### config.mk
export PLATFORM = sky130hd
export DESIGN_NAME = ipv4_header_builder_top
export DESIGN_NICKNAME = d
export VERILOG_FILES = /design/src/hdl/ihb_pkg.sv /design/src/hdl/ihb_calc.sv /design/src/hdl/ihb_serializer.sv /design/src/hdl/ipv4_header_builder_top.sv
export SDC_FILE = /design/constraint.sdc
export NUM_CORES = 1
export LEC_CHECK = 0
export BUFFER_PORTS_ARGS = -buffer_cell sky130_fd_sc_hd__buf_2
export CAP_MARGIN = 40
export CELL_PAD_IN_SITES_DETAIL_PLACEMENT = 1
export CELL_PAD_IN_SITES_GLOBAL_PLACEMENT = 1
export CORE_ASPECT_RATIO = 0.6
export CORE_MARGIN = 2
export CORE_UTILIZATION = 46
export CTS_BUF_LIST = sky130_fd_sc_hd__clkbuf_8
export DETAILED_ROUTE_END_ITERATION = 10
export PLACE_DENSITY = 0.88
export SYNTH_ARGS = -nofsm -noshare
export SYNTH_HDL_FRONTEND = slang
export SYNTH_SLANG_ARGS = --single-unit
### constraint.sdc
create_clock -name clk -period 7 [get_ports clk]
set_clock_uncertainty 0.05 [all_clocks]
set_input_delay 0.35 -clock clk [delete_from_list [all_inputs] [get_ports clk]]
set_output_delay 0.35 -clock clk [all_outputs]
set_load 0.02 [all_outputs]
### src/hdl/ihb_pkg.sv
// Shared types and header constants for the IPv4 header builder.
package ihb_pkg;

	localparam int unsigned HdrWords   = 5;
	localparam int unsigned WordIdxW   = 3;
	localparam logic [WordIdxW-1:0] LastWordIdx = WordIdxW'(HdrWords - 1);

	// Fixed header fields.
	localparam logic [15:0] VerIhlTos = 16'h4500;
	localparam logic [15:0] IdentVal  = 16'h0001;
	localparam logic [15:0] FlagsFrag = 16'h4000;
	localparam logic [7:0]  TtlVal    = 8'h40;
	localparam logic [15:0] HdrBytes  = 16'd20;

	// Configuration register indexes.
	typedef enum logic [1:0] {
		CFG_OWN_ADDRESS    = 2'd0,
		CFG_NET_MASK       = 2'd1,
		CFG_ROUTER_ADDRESS = 2'd2
	} cfg_reg_t;

	// One fully computed header plus its routing decision.
	typedef struct packed {
		logic [15:0] total_len;
		logic [7:0]  proto;
		logic [15:0] csum;
		logic [31:0] src_addr;
		logic [31:0] dst_addr;
		logic [31:0] hop;
		logic        via;
	} hdr_rec_t;

endpackage

### src/hdl/ihb_calc.sv
// Header field, checksum and next-hop computation for one registered request.
module ihb_calc (
	input  logic [31:0]        dst_addr,
	input  logic [7:0]         proto,
	input  logic [15:0]        payload_len,
	input  logic [31:0]        own_addr,
	input  logic [31:0]        mask,
	input  logic [31:0]        router_addr,
	output ihb_pkg::hdr_rec_t  rec
);

	localparam logic [19:0] ConstSum = 20'(ihb_pkg::VerIhlTos) + 20'(ihb_pkg::IdentVal)
		+ 20'(ihb_pkg::FlagsFrag);

	logic [15:0] total_len;
	logic [19:0] sum;
	logic [16:0] fold1;
	logic [15:0] fold2;
	logic        off_net;

	assign total_len = payload_len + ihb_pkg::HdrBytes;

	// Ones' complement sum of the ten 16-bit header halves, checksum field as zero.
	assign sum = ConstSum + 20'({ihb_pkg::TtlVal, proto}) + 20'(total_len)
		+ 20'(own_addr[31:16]) + 20'(own_addr[15:0])
		+ 20'(dst_addr[31:16]) + 20'(dst_addr[15:0]);

	// Two end-around carry folds always suffice for a 20-bit sum.
	assign fold1 = 17'(sum[15:0]) + 17'(sum[19:16]);
	assign fold2 = fold1[15:0] + 16'(fold1[16]);

	assign off_net = (dst_addr & mask) != (own_addr & mask);

	always_comb begin
		rec.total_len = total_len;
		rec.proto     = proto;
		rec.csum      = ~fold2;
		rec.src_addr  = own_addr;
		rec.dst_addr  = dst_addr;
		rec.hop       = off_net ? router_addr : dst_addr;
		rec.via       = off_net;
	end

endmodule

### src/hdl/ihb_serializer.sv
// Result register that holds one header and hands it out one word at a time.
module ihb_serializer (
	input  logic                clk,
	input  logic                arst_n,
	input  logic                ld_valid,
	output logic                ld_ready,
	input  ihb_pkg::hdr_rec_t   rec,
	output logic                word_valid,
	input  logic                word_ready,
	output logic [31:0]         header_word,
	output logic [2:0]          word_number,
	output logic                last_word,
	output logic [31:0]         next_hop,
	output logic                via_router
);

	ihb_pkg::hdr_rec_t rec_q;
	logic [ihb_pkg::WordIdxW-1:0] cnt_q;
	logic full_q;
	logic is_last;
	logic take;

	assign is_last  = cnt_q == ihb_pkg::LastWordIdx;
	assign take     = full_q && word_ready;
	assign ld_ready = !full_q || (take && is_last);

	always_ff @(posedge clk or negedge arst_n) begin
		if (!arst_n) begin
			full_q <= 1'b0;
			cnt_q  <= '0;
		end else if (ld_valid && ld_ready) begin
			full_q <= 1'b1;
			cnt_q  <= '0;
		end else if (take) begin
			if (is_last) begin
				full_q <= 1'b0;
			end else begin
				cnt_q <= cnt_q + 1'b1;
			end
		end
	end

	always_ff @(posedge clk) begin
		if (ld_valid && ld_ready) begin
			rec_q <= rec;
		end
	end

	always_comb begin
		unique case (cnt_q)
			3'd0:    header_word = {ihb_pkg::VerIhlTos, rec_q.total_len};
			3'd1:    header_word = {ihb_pkg::IdentVal, ihb_pkg::FlagsFrag};
			3'd2:    header_word = {ihb_pkg::TtlVal, rec_q.proto, rec_q.csum};
			3'd3:    header_word = rec_q.src_addr;
			3'd4:    header_word = rec_q.dst_addr;
			default: header_word = '0;
		endcase
	end

	assign word_valid  = full_q;
	assign word_number = cnt_q;
	assign last_word   = is_last;
	assign next_hop    = rec_q.hop;
	assign via_router  = rec_q.via;

endmodule

### src/hdl/ipv4_header_builder_top.sv
// Top level of the IPv4 header builder: configuration, request register and output stage.
//
// Usage: a request word (dest_address, proto_number, payload_bytes) enters on the
// req_valid/req_ready channel. For each request the block sends five header words on
// the word_valid/word_ready channel, in wire order, numbered 0 to 4 by word_number and
// with last_word set on the fifth. Every word also carries next_hop and via_router:
// the destination when it is on the local subnet, otherwise the gateway.
// Configuration registers are written through cfg_valid/cfg_ready with cfg_index
// (0 own address, 1 net mask, 2 router address; index 3 is ignored) and cfg_data.
// They should only be changed while no request is in flight.
//
// An accepted request sits in the request register and is moved into the output
// stage when that stage is free; word 0 is valid once the output stage holds it.
// The single output port moves one header word per cycle while word_ready is high,
// and the next request waits in the request register while the current header
// drains, so the input is taken early.
// Reset clears all configuration registers to zero and empties both stages.
// When the receiver stalls, the current word holds and the request register fills,
// after which req_ready drops until the output stage frees up.
module ipv4_header_builder_top (
	input  logic        clk,
	input  logic        arst_n,
	// Configuration write channel.
	input  logic        cfg_valid,
	output logic        cfg_ready,
	input  logic [1:0]  cfg_index,
	input  logic [31:0] cfg_data,
	// Request channel.
	input  logic        req_valid,
	output logic        req_ready,
	input  logic [31:0] dest_address,
	input  logic [7:0]  proto_number,
	input  logic [15:0] payload_bytes,
	// Header word channel.
	output logic        word_valid,
	input  logic        word_ready,
	output logic [31:0] header_word,
	output logic [2:0]  word_number,
	output logic        last_word,
	output logic [31:0] next_hop,
	output logic        via_router
);

	logic [31:0] own_addr_q;
	logic [31:0] mask_q;
	logic [31:0] router_q;

	logic        valid_s1;
	logic [31:0] dst_s1;
	logic [7:0]  proto_s1;
	logic [15:0] len_s1;

	ihb_pkg::hdr_rec_t rec;
	logic ld_ready;

	// Register writes are always taken.
	assign cfg_ready = 1'b1;

	always_ff @(posedge clk or negedge arst_n) begin
		if (!arst_n) begin
			own_addr_q <= '0;
			mask_q     <= '0;
			router_q   <= '0;
		end else if (cfg_valid && cfg_ready) begin
			unique case (cfg_index)
				ihb_pkg::CFG_OWN_ADDRESS:    own_addr_q <= cfg_data;
				ihb_pkg::CFG_NET_MASK:       mask_q     <= cfg_data;
				ihb_pkg::CFG_ROUTER_ADDRESS: router_q   <= cfg_data;
				default:                     ;
			endcase
		end
	end

	// The request register accepts a new word whenever it is empty or being
	// handed to the output stage in this cycle.
	assign req_ready = !valid_s1 || ld_ready;

	always_ff @(posedge clk or negedge arst_n) begin
		if (!arst_n) begin
			valid_s1 <= 1'b0;
		end else if (req_ready) begin
			valid_s1 <= req_valid;
		end
	end

	always_ff @(posedge clk) begin
		if (req_valid && req_ready) begin
			dst_s1   <= dest_address;
			proto_s1 <= proto_number;
			len_s1   <= payload_bytes;
		end
	end

	ihb_calc u_calc (
		.dst_addr    (dst_s1),
		.proto       (proto_s1),
		.payload_len (len_s1),
		.own_addr    (own_addr_q),
		.mask        (mask_q),
		.router_addr (router_q),
		.rec         (rec)
	);

	ihb_serializer u_ser (
		.clk         (clk),
		.arst_n      (arst_n),
		.ld_valid    (valid_s1),
		.ld_ready    (ld_ready),
		.rec         (rec),
		.word_valid  (word_valid),
		.word_ready  (word_ready),
		.header_word (header_word),
		.word_number (word_number),
		.last_word   (last_word),
		.next_hop    (next_hop),
		.via_router  (via_router)
	);

endmodule

Word-level counts from Yosys, hierarchy flattened
Cells that the tools add are included.
{"block": "totals", "ff_bits": 294, "inputBits": 95, "out_inout_bits": 72, "wordCells": 62}
{"block": "op_classes", "n_addsub": 10, "n_eq_ne": 8, "n_mux": 8, "bitwise": 3, "reduce_logical": 17}
{"operator": "$pmux 32 s5", "count": 1}
{"operator": "$add 20x16->20", "count": 5}
{"operator": "$and 32x32->32", "count": 2}
{"operator": "$mux 32", "count": 1}
{"operator": "$ne 32x32->1", "count": 1}
{"operator": "$add 16x15->17 const A", "count": 1}
{"operator": "$add 16x4->17", "count": 1}
{"operator": "$add 16x1->16", "count": 1}
{"operator": "$add 16x5->16 const B", "count": 1}
{"operator": "$not 16->16", "count": 1}
{"operator": "$reduce_and 2->1", "count": 5}
{"operator": "$mux 3", "count": 3}
{"operator": "$eq 3x2->1 const B", "count": 2}
{"operator": "$logic_and 1x1->1", "count": 4}
{"operator": "$reduce_bool 2->1", "count": 2}
{"operator": "$add 3x1->3 const B", "count": 1}
{"operator": "$eq 3x1->1 const B", "count": 1}
{"operator": "$eq 3x3->1 const B", "count": 1}
{"operator": "$logic_not 3->1", "count": 1}
{"operator": "$mux 1", "count": 3}
{"operator": "$eq 2x1->1 const B", "count": 1}
{"operator": "$eq 2x2->1 const B", "count": 1}
{"operator": "$logic_not 1->1", "count": 2}
{"operator": "$logic_not 2->1", "count": 1}
{"operator": "other kinds (2)", "count": 3}

Depth between registers and ports, before layout
Gate-level depths: netlist of run 1.
{"block": "depth", "word_depth": 9, "depth_mapped": 35, "ltp_nobuf": 34}

Cells and area by module
From an unflattened synthesis of run 1, not the netlist that was laid out.
{"block": "hier_totals", "cells_unflattened": 1167, "hier_area_um2": 15741.3}
{"mod": "ihb_serializer", "n_inst": 1, "cells_each": 295, "area_per_inst_um2": 5380.2, "seq_area_each_um2": 4214.0}
{"mod": "ipv4_header_builder_top", "n_inst": 1, "cells_each": 266, "area_per_inst_um2": 5362.6, "seq_area_each_um2": 4108.9}
{"mod": "ihb_calc", "n_inst": 1, "cells_each": 606, "area_per_inst_um2": 4998.5, "seq_area_each_um2": 0.0}

Least setup slack after synthesis of run 1
OpenSTA, ideal clock, no wires.
{"block": "synth_timing", "path_kind": "register to register", "from": "reg proto_s1[0]", "to": "reg u_ser.rec_q[112] in the netlist's numbering (data pin)", "setup_ns": 0.276, "arrival_ns": 7.335, "t_required_ns": 6.674, "path_slack_ns": -0.661, "path_stages_with_launch": 33, "n_path_buf": 0, "period_less_slack_ns": 7.661, "cell_sequence": "edfxtp_1 -> ha_1 -> xor2_1 -> fa_1 -> inv_1 -> fa_1 -> fa_1 -> inv_1 -> ha_1 -> fa_1 -> a211oi_1 -> o211ai_1 -> a41o_1 -> a21oi_1 -> o21bai_1 -> a21o_1 -> a21oi_1 -> xnor2_1 -> ha_1 -> inv_1 -> fa_1 -> nor2b_1 -> o211a_1 -> nand4_1 -> nor2b_1 -> ha_1 -> nor2b_1 -> nand2_1 -> nor3_1 -> nand2_1 -> or2_4 -> o41ai_1 -> o211ai_1"}
{"item": "start, declared", "line": "ipv4_header_builder_top.sv:50", "source": "logic [7:0] proto_s1;"}
{"item": "start signal, assigned", "line": "ipv4_header_builder_top.sv:89", "source": "proto_s1 <= proto_number;"}
{"item": "end signal, assigned", "line": "ihb_serializer.sv:45", "source": "rec_q <= rec;"}
{"item": "end, declared", "line": "ihb_serializer.sv:17", "source": "ihb_pkg::hdr_rec_t rec_q;"}

==> results of run 1 <==
[final timing paths]
| check | slack (ns) | end | cells past startpoint | startpoint |
|---|---|---|---|---|
| setup / recovery | -0.96 | u_ser.rec_q[112] | 32 | len_s1[2] |
| hold / removal | 0.01 | own_addr_q[10] | 3 | cfg_data[10] |
| setup reg to reg | -0.96 | u_ser.rec_q[112] | 32 | len_s1[2] |
| hold reg to reg | 0.41 | u_ser.rec_q[121] | 0 | len_s1[0] |
| max in group asynchronous | 5.52 | own_addr_q[21] | 4 | arst_n |
| min in group asynchronous | 0.27 | router_q[19] | 2 | arst_n |
[timing repair]
action | 4_1_cts | 5_1_grt
hold buffers | 79 | 0
endpoints found under the hold margin | 140 | 0
buffers inserted | 47 | 11
endpoints found under the setup margin | 15 | 15
cloned | 0 | 0
pin swaps | 46 | 47
resized for setup | 47 | 42
[logic make-up after synthesis]
family	count (synthesis)	share of synthesized area [%]
XOR/XNOR	81	4.80
buffers and inverters	195	5.93
multiplexers	140	10.5
flip-flops	294	55.7
AND/OR/NAND/NOR	144	5.15
adder cells (fa/ha/maj)	93	10.7
other	1	0.0251
AO/OA/AOI/OAI	135	7.17
[worst max-delay path: cells and delay by family, from the launching register on]
kind            cells  cell delay, ns
xor+xnor            2            0.30
flops               1            0.49
compound gates     10            2.20
buf+inv             3            0.16
simple gates        9            1.67
fa+ha+maj           8            2.83
[sequential cells by signal, summed over array words and instances, names as in the netlist]
signal             flops
mask_q                32
u_ser.rec_q          104
len_s1                16
u_ser.next_hop        32
valid_s1               1
u_ser.word_number      3
u_ser.word_valid       1
dst_s1                32
router_q              32
u_ser.via_router       1
proto_s1               8
own_addr_q            32
[final cells by class]
class,instances,share of cell area [%]
flip-flops and latches,294,43.2
multi-input cells,594,32.4
repair buffers,390,14.6
clock buffers,53,3.79
well taps,424,2.76
inverters,133,2.59
clock inverters,29,0.611
diodes,2,0.0260
[metrics by stage]
step / setup TNS [ns] / worst slack (ns) / util [%]
after floorplan: -0.101 / -0.0647 / -
after global routing: -9.40 / -1.08 / 59.7
after global placement: -2.42 / -0.363 / 51.9
after CTS: -3.93 / -0.608 / 58.9
after detailed placement: -9.60 / -0.990 / 52.1
final: -7.59 / -0.961 / 59.7
[cell usage after synthesis (9+ instances only)]
cell	instances	area [um^2]
clkbuf_1	21	78.8
nand2_1	45	169
o21ai_0	26	130
buf_4	34	255
xnor2_1	34	298
dfrtp_1	101	2530
xor2_1	46	403
fa_1	59	1180
edfxtp_1	193	5800
nor3_1	9	45.0
inv_1	132	495
nor2_1	19	71.3
nand3_1	15	75.1
a22o_1	9	78.8
a22oi_1	18	135
a222oi_1	22	220
mux2_2	133	1500
nand4_1	11	68.8
a21oi_1	13	65.1
ha_1	34	425
[layer usage]
layer,part of all wire (%),global-route usage (%)
met1,40,40.4
met5,0,0
met3,7.9,7.32
met4,4.5,13.2
met2,47,52.0
[placed cells by master (no fill, tap or decap), types with 6 or more instances in the layout]
cell type	Yosys	layout
a21o_1	8	8
a21oi_1	13	9
a222oi_1	22	22
a22o_1	9	9
a22oi_1	18	16
buf_2	0	164
buf_4	34	133
buf_6	0	11
clkbuf_8	1	53
dfrtp_1	101	101
dlygate4sd3_1	0	79
edfxtp_1	193	193
fa_1	59	56
ha_1	34	19
ha_2	0	7
ha_4	0	8
inv_1	132	143
inv_2	1	11
mux2_2	133	133
mux2i_1	7	7
nand2_1	45	43
nand2b_1	6	6
nand3_1	15	14
nand4_1	11	11
nor2_1	19	14
nor3_1	9	6
o21ai_0	26	21
xnor2_1	34	24
xnor2_2	0	8
xor2_1	46	42
==> results.py, run 1 <==
metrics = {
    "clock_tree": {
        "clock_path_buffers": 3,
        "htree_levels": 2,
        "cts_tree": "built",
        "clk-insertion-delay-late_ns": 0.61,
        "numCtsBuffers": 46,
        "clockRootBuffer": "clkbuf_8",
        "clock-sinks": 294,
        "clk_pin_slew_ns": 0.08,
    },
    "critical_path": {
        "worst-setup-path-type": "flop to flop",
        "crit_slowest_cell": "fa_1",
        "path_max_fanout": 4,
        "cpPeakStageDelay_ns": 0.55,
        "cp-start-kind": "flop",
        "critPathArrivalTime_ns": 8.28,
        "endpoint_kind": "flop",
        "cp_data_required_time_ns": 7.32,
    },
    "placement": {
        "io_buffers": 165,
        "gp_congestion": 0.906,
        "placedCellCount": 1706,
        "post-dp-hpwl_mm": 35.8,
        "placed_area_um2": 16800,
    },
    "layout": {
        "drive_gt1_share_pct": 40.0,
        "multi_input_area_um2": 6240,
        "area_growth_pct": 28.8,
        "postLayoutCellArea_um2": 19200,
        "layout.cells.non_filler": 1919,
        "fillCellCount": 3184,
        "nNetsFinal": 1647,
        "regArea_um2": 8320,
    },
    "die": {
        "die_h_um": 144,
        "die_area_um2": 34000,
        "initial_core_util_pct": 46.4,
        "core_um2": 32200,
        "io_pins": 167,
        "die_w_um": 237,
        "rows": 51,
    },
    "timing": {
        "rsz0062_at_grt": "yes",
        "max_freq_ghz": 0.126,
        "tightest_slew_ns": 0.928,
        "maxSlewViolCount": 0,
        "period_share_pct": 114,
        "setup_viol": 14,
        "fin_ws_ns": -0.961,
        "fin_hold_ws_ns": 0.0125,
        "slew_headroom_pct": 38.1,
        "hold_violations": 0,
        "period_minus_slack_ns": 7.96,
    },
    "drt": {
        "firstDrtPassIters": 6,
        "wire_per_inst_um": 27.9,
        "via_count": 11000,
        "drt-initial-drc-count": 1265,
        "drc_errors": 0,
        "viasPerCell": 5.75,
        "antenna_left": 0,
        "wl_mm": 53.6,
    },
    "outcome": {
        "status": "finished with violations",
        "violations": "negative setup slack",
    },
    "global_route": {
        "grt_antenna_before_repair": 4,
        "first_global_vias": 12100,
        "grt.overflow.total": 0,
        "grt_pass1_wl_mm": 77.2,
        "grt_max_degree": 60,
        "grt_usage_pct": 31.5,
    },
    "synthesis": {
        "ys_seq_area_share_pct": 55.7,
        "synth_cells": 1083,
        "synth_edf_count": 193,
        "ys_seq_elements": 294,
        "synth_cell_types": 73,
        "avgSynthCellArea_um2": 13.8,
        "synthesis.nets": 1271,
        "yosysWarnings": 0,
        "ys_async_sr_fraction_pct": 34.4,
        "syn-cell-area_um2": 14900,
        "ys.flop_type": "edfxtp_1",
    },
    "hold_path": {
        "hold_path_class": "primary input to flop",
    },
    "flow_run": {
        "cap_violations": 0,
    },
}
Power of run 1 is left out: the tool's default activity adds up to more than one toggle a clock period on the data nets, which glitch-free logic cannot reach.
==> run 2: changes to the inputs <==
--- a/config.mk
+++ b/config.mk
@@ -17,4 +17,5 @@
 export PLACE_DENSITY = 0.88
 export SYNTH_ARGS = -nofsm -noshare
 export SYNTH_HDL_FRONTEND = slang
+export SYNTH_HIERARCHICAL = 1
 export SYNTH_SLANG_ARGS = --single-unit
==> run 2 against run 1 <==
Against the previous run:
- fmax down 7.4%
- non-clock buffer count up 33
- register-to-register slack worse by 0.63 ns
- first-iteration DRC count down 16%
- count of clock-buffer cells in the layout unchanged
- worst hold slack better by 0.012 ns
- worst setup slack worse by 0.63 ns
- the run still ends with negative setup slack left
- sequential share of layout area down 0.85 points
- die area up 5.2%
- critical path depth up 2
- final area up 2.0%
==> results.py, run 2 <==
metrics = {
    "timing": {
        "fin_ws_ns": -1.60,
        "rsz0062_at_grt": "yes",
        "tightest_slew_ns": 0.867,
        "hold_violations": 0,
        "period_share_pct": 123,
        "maxSlewViolCount": 0,
        "period_minus_slack_ns": 8.60,
        "setup_viol": 16,
        "slew_headroom_pct": 42.2,
        "max_freq_ghz": 0.116,
    },
    "clock_tree": {
        "clockRootBuffer": "clkbuf_8",
        "clock_path_buffers": 3,
        "cts_tree": "built",
        "clk-insertion-delay-late_ns": 0.60,
        "htree_levels": 2,
        "clk_pin_slew_ns": 0.08,
        "clock-sinks": 294,
        "numCtsBuffers": 45,
    },
    "placement": {
        "placed_area_um2": 17400,
        "post-dp-hpwl_mm": 35.3,
        "gp_congestion": 0.966,
        "io_buffers": 165,
        "dp_slack_ns": -1.18,
        "placedCellCount": 1803,
    },
    "global_route": {
        "grt_max_degree": 138,
        "grt_antenna_before_repair": 1,
        "grt_usage_pct": 29.8,
        "grt.overflow.total": 0,
        "grt_pass1_wl_mm": 78.3,
        "first_global_vias": 12200,
    },
    "synthesis": {
        "synth_xor_xnor_area_share_pct": 4.25,
        "synthesis.nets": 1355,
        "synth_top_family_by_area": "buffers and inverters",
        "synth_cells": 1167,
        "ys_seq_area_share_pct": 52.9,
        "syn-cell-area_um2": 15700,
        "post-synth-top-count-cell": "edfxtp_1",
        "synth_fa_ha_area_share_pct": 10.1,
        "synth_edf_count": 193,
        "ys.flop_type": "edfxtp_1",
        "synth-simple-area-share_pct": 4.98,
        "synth_top_cell_area_share_pct": 36.8,
        "synth.area.mux_share_pct": 10.6,
        "synth_cell_types": 86,
        "yosysWarnings": 6,
        "ys_async_sr_fraction_pct": 34.4,
        "avgSynthCellArea_um2": 13.5,
        "synth_compound_area_share_pct": 6.38,
        "synth_top_area_cell": "edfxtp_1",
        "ys_seq_elements": 294,
        "synth.area.top_cells": "edfxtp_1, dfrtp_1, mux2_2",
        "synthTopCellsByCount": "edfxtp_1, inv_1, mux2_2",
    },
    "layout": {
        "drive_gt1_share_pct": 41.5,
        "final_util_pct": 58.2,
        "layout.cells.non_filler": 1993,
        "fillCellCount": 3391,
        "final_cell_mix": "edfxtp_1, inv_1, buf_4",
        "top_register": "u_ser/rec_q",
        "nNetsFinal": 1688,
        "postLayoutCellArea_um2": 19600,
        "largest_reg_flops": 104,
        "area_growth_pct": 24.7,
        "final_common_cell": "edfxtp_1",
        "n_antenna_cell": 0,
    },
    "critical_path": {
        "critPathArrivalTime_ns": 8.88,
        "crit_slowest_cell": "fa_1",
        "cpPeakStageDelay_ns": 0.57,
        "cp-start-kind": "flop",
        "path_max_fanout": 5,
        "cp_data_required_time_ns": 7.28,
        "endpoint_kind": "flop",
        "worst-setup-path-type": "flop to flop",
    },
    "die": {
        "io_pins": 167,
        "rows": 52,
        "die_h_um": 147,
        "die_area_um2": 35800,
        "initial_core_util_pct": 46.7,
        "die_w_um": 243,
        "core_um2": 33700,
    },
    "drt": {
        "antenna_left": 0,
        "via_count": 11100,
        "wire_per_inst_um": 27.2,
        "firstDrtPassIters": 6,
        "viasPerCell": 5.56,
        "drc_errors": 0,
        "drt-initial-drc-count": 1066,
        "wl_mm": 54.2,
    },
    "hold_path": {
        "hold_path_class": "primary input to flop",
    },
    "outcome": {
        "status": "finished with violations",
        "violations": "negative setup slack",
    },
    "flow_run": {
        "cap_violations": 0,
    },
}
[run 2: layout make-up]
type | instances | area [um^2] | area share [%]
sequential | 294 | 8320 | 42.4
multi-input combinational | 563 | 6120 | 31.2
timing repair buffer | 423 | 3100 | 15.8
clock buffer | 53 | 729 | 3.72
inverter | 173 | 649 | 3.31
tap | 459 | 574 | 2.93
clock inverter | 28 | 144 | 0.733
[run 2: logic make-up (layout without fill, tap and decap cells)]
group | count (synthesis) | in the layout
muxes | 144 | 144
AOI/OAI and AO/OA | 129 | 129
other | 1 | 1
xor gates and xnor gates | 73 | 73
buffers and inverters | 310 | 677
DFF | 294 | 294
adders and majority gates | 93 | 93
and+or+nand+nor | 123 | 123
[run 2: final timing paths]
path,start,end,slack (ns),depth (start not counted)
max in group asynchronous,arst_n,own_addr_q[30],5.32,3
worst max-delay path,len_s1[6],u_ser/rec_q[111],-1.60,34
worst min register to register,proto_s1[2],u_ser/rec_q[115],0.41,0
worst min-delay path,cfg_data[14],own_addr_q[14],0.02,2
worst max register to register,len_s1[6],u_ser/rec_q[111],-1.60,34
min in group asynchronous,arst_n,router_q[3],0.26,2
[run 2: repair_timing]
item,4_1_cts,5_1_grt
setup buffers,20,14
pin swaps,21,9
hold endpoints to repair,144,2
endpoints found under the setup margin,15,16
gates resized for setup,35,19
hold buffers,76,1
gates cloned,0,0
[run 2: worst max-delay path: cells and delay by family (launching register included)]
kind | cells | cell delay (ns)
AOI/OAI and AO/OA | 5 | 1.05
xor gates and xnor gates | 3 | 0.47
adders and majority gates | 6 | 2.47
buffers and inverters | 2 | 0.18
DFF | 1 | 0.46
and+or+nand+nor | 18 | 3.64
[run 2: per-layer routing]
| layer | vias to the layer above | global-route usage [%] | share of wire (%) |
|---|---|---|---|
| met5 | - | 0 | 0 |
| met4 | 0 | 11.6 | 4.5 |
| met3 | 161 | 6.74 | 8.6 |
| met2 | 640 | 49.7 | 48 |
| met1 | 5654 | 38.0 | 38 |
| li1 | 4625 | - | - |
[run 2: metrics by stage]
stage / setup TNS, ns / hold WS [ns]
final: -18.31 / 0.0244
after CTS: -8.89 / 0.0000837
after floorplan: -2.11 / 0.00441
after global placement: -5.03 / 0.343
after global routing: -20.19 / 0.0115
after detailed placement: -10.86 / 0.354
Power of run 2 is left out for the same reason.
==> run 3: changes to the inputs <==
--- a/config.mk
+++ b/config.mk
@@ -11,10 +11,10 @@
 export CELL_PAD_IN_SITES_GLOBAL_PLACEMENT = 1
 export CORE_ASPECT_RATIO = 0.6
 export CORE_MARGIN = 2
-export CORE_UTILIZATION = 46
+export CORE_UTILIZATION = 45
 export CTS_BUF_LIST = sky130_fd_sc_hd__clkbuf_8
 export DETAILED_ROUTE_END_ITERATION = 10
-export PLACE_DENSITY = 0.88
+export PLACE_DENSITY = 0.84
 export SYNTH_ARGS = -nofsm -noshare
 export SYNTH_HDL_FRONTEND = slang
 export SYNTH_HIERARCHICAL = 1
==> constraint.sdc (replaced) <==
create_clock -name clk -period 9.04 [get_ports clk]
set_clock_uncertainty 0.05 [all_clocks]
set_input_delay 0.452 -clock clk [delete_from_list [all_inputs] [get_ports clk]]
set_output_delay 0.452 -clock clk [all_outputs]
set_load 0.02 [all_outputs]
==> run 3 against run 2 <==
Against the previous run:
- the flow now finishes without violations
- count of clock-buffer cells in the layout fell by 4
- final area shrank 8.2%
- via count is 10% lower
==> results.py, run 3 (synthesized netlist as in run 2, its figures left out) <==
metrics = {
    "outcome": {
        "status": "finished clean",
    },
    "critical_path": {
        "cp-start-kind": "flop",
        "path_max_fanout": 5,
        "r2r_slack_ns": 0.20,
        "critPathArrivalTime_ns": 9.11,
        "worst-setup-path-type": "flop to flop",
        "crit_slowest_cell": "fa_1",
        "endpoint_kind": "flop",
        "crit_top_cell": "fa_1",
        "cp_data_required_time_ns": 9.31,
        "cpPeakStageDelay_ns": 0.54,
    },
    "clock_tree": {
        "clk_pin_slew_ns": 0.07,
        "htree_levels": 2,
        "cts_tree": "built",
        "clk-insertion-delay-late_ns": 0.61,
        "clock_path_buffers": 3,
        "numCtsBuffers": 44,
        "clock-sinks": 294,
        "clockRootBuffer": "clkbuf_8",
    },
    "drt": {
        "drc_errors": 0,
        "wl_mm": 46.8,
        "antenna_left": 0,
        "drt-initial-drc-count": 900,
        "viasPerCell": 5.42,
        "wire_per_inst_um": 25.5,
        "via_count": 9940,
        "firstDrtPassIters": 7,
    },
    "layout": {
        "final_common_cell": "edfxtp_1",
        "drive_gt1_share_pct": 33.6,
        "final_cell_mix": "edfxtp_1, inv_1, buf_2",
        "postLayoutCellArea_um2": 18000,
        "top_register": "u_ser/rec_q",
        "area_growth_pct": 14.5,
        "largest_reg_flops": 104,
        "nNetsFinal": 1526,
    },
    "die": {
        "core_um2": 34100,
        "die_h_um": 149,
        "die_area_um2": 36500,
        "rows": 52,
        "die_w_um": 245,
        "initial_core_util_pct": 46.2,
        "io_pins": 167,
    },
    "timing": {
        "tightest_slew_ns": 0.976,
        "maxSlewViolCount": 0,
        "fin_hold_ws_ns": 0.0318,
        "period_minus_slack_ns": 8.84,
        "hold_violations": 0,
        "setup_viol": 0,
        "max_freq_ghz": 0.113,
        "period_share_pct": 97.8,
        "slew_headroom_pct": 34.9,
        "fin_ws_ns": 0.201,
    },
    "global_route": {
        "grt_usage_pct": 25.5,
        "grt_max_degree": 66,
        "first_global_vias": 10800,
        "grt.overflow.total": 0,
        "grt_antenna_before_repair": 4,
        "grt_pass1_wl_mm": 68.1,
    },
    "placement": {
        "post-dp-hpwl_mm": 33.8,
        "gp_congestion": 0.920,
        "placed_area_um2": 16500,
        "dp_slack_ns": -0.143,
        "io_buffers": 165,
    },
    "flow_run": {
        "cap_violations": 0,
    },
    "hold_path": {
        "hold_path_class": "primary input to flop",
    },
}
-- run 3: worst paths after layout --
check / from / to / depth (start not counted)
max in group asynchronous: arst_n / router_q[19] / 4
setup reg to reg: len_s1[2] / u_ser/rec_q[112] / 35
hold reg to reg: proto_s1[4] / u_ser/rec_q[117] / 0
hold / removal: dest_address[30] / dst_s1[30] / 1
setup / recovery: len_s1[2] / u_ser/rec_q[112] / 35
min in group asynchronous: arst_n / router_q[8] / 2
-- run 3: routing by layer --
| layer | share of wire [%] | track usage, % | up-vias |
|---|---|---|---|
| li1 | - | - | 4312 |
| met1 | 43 | 34.8 | 5146 |
| met2 | 46 | 40.6 | 413 |
| met3 | 8.4 | 6.73 | 67 |
| met4 | 1.9 | 6.64 | 2 |
| met5 | 0.026 | 0 | - |
-- run 3: layout make-up --
cell class	count	area (um^2)
fill	3433	16100
sequential	294	8320
multi-input combinational	563	5840
timing repair buffer	262	1790
clock buffer	49	674
inverter	173	649
tap	459	574
clock inverter	32	171
antenna	2	5.00
-- run 3: timing repair --
action / CTS / global route
setup buffers: 3 / 7
pin swaps: 2 / 5
hold buffers: 53 / 0
gates cloned: 0 / 0
endpoints found under the setup margin: 5 / 7
resized for setup: 8 / 19
hold endpoints to repair: 84 / 0
-- run 3: worst max-delay path: cells and delay by family, from the launching register on --
| family | cells | cell delay [ns] |
|---|---|---|
| flops | 1 | 0.46 |
| buf+inv | 3 | 0.16 |
| simple gates | 13 | 2.44 |
| compound gates | 9 | 1.91 |
| xor+xnor | 2 | 0.43 |
| fa+ha+maj | 8 | 3.11 |
-- run 3: stage by stage --
step                      TNS (ns)  std cells  utilization [%]
after floorplan                  0       1167                -
after global placement           0       1681             47.8
after detailed placement    -0.329       1688             48.3
after CTS                        0       1825             52.5
after global routing        -0.186       1832             52.9
final                            0       1834             52.9
Power of run 3 is left out for the same reason.
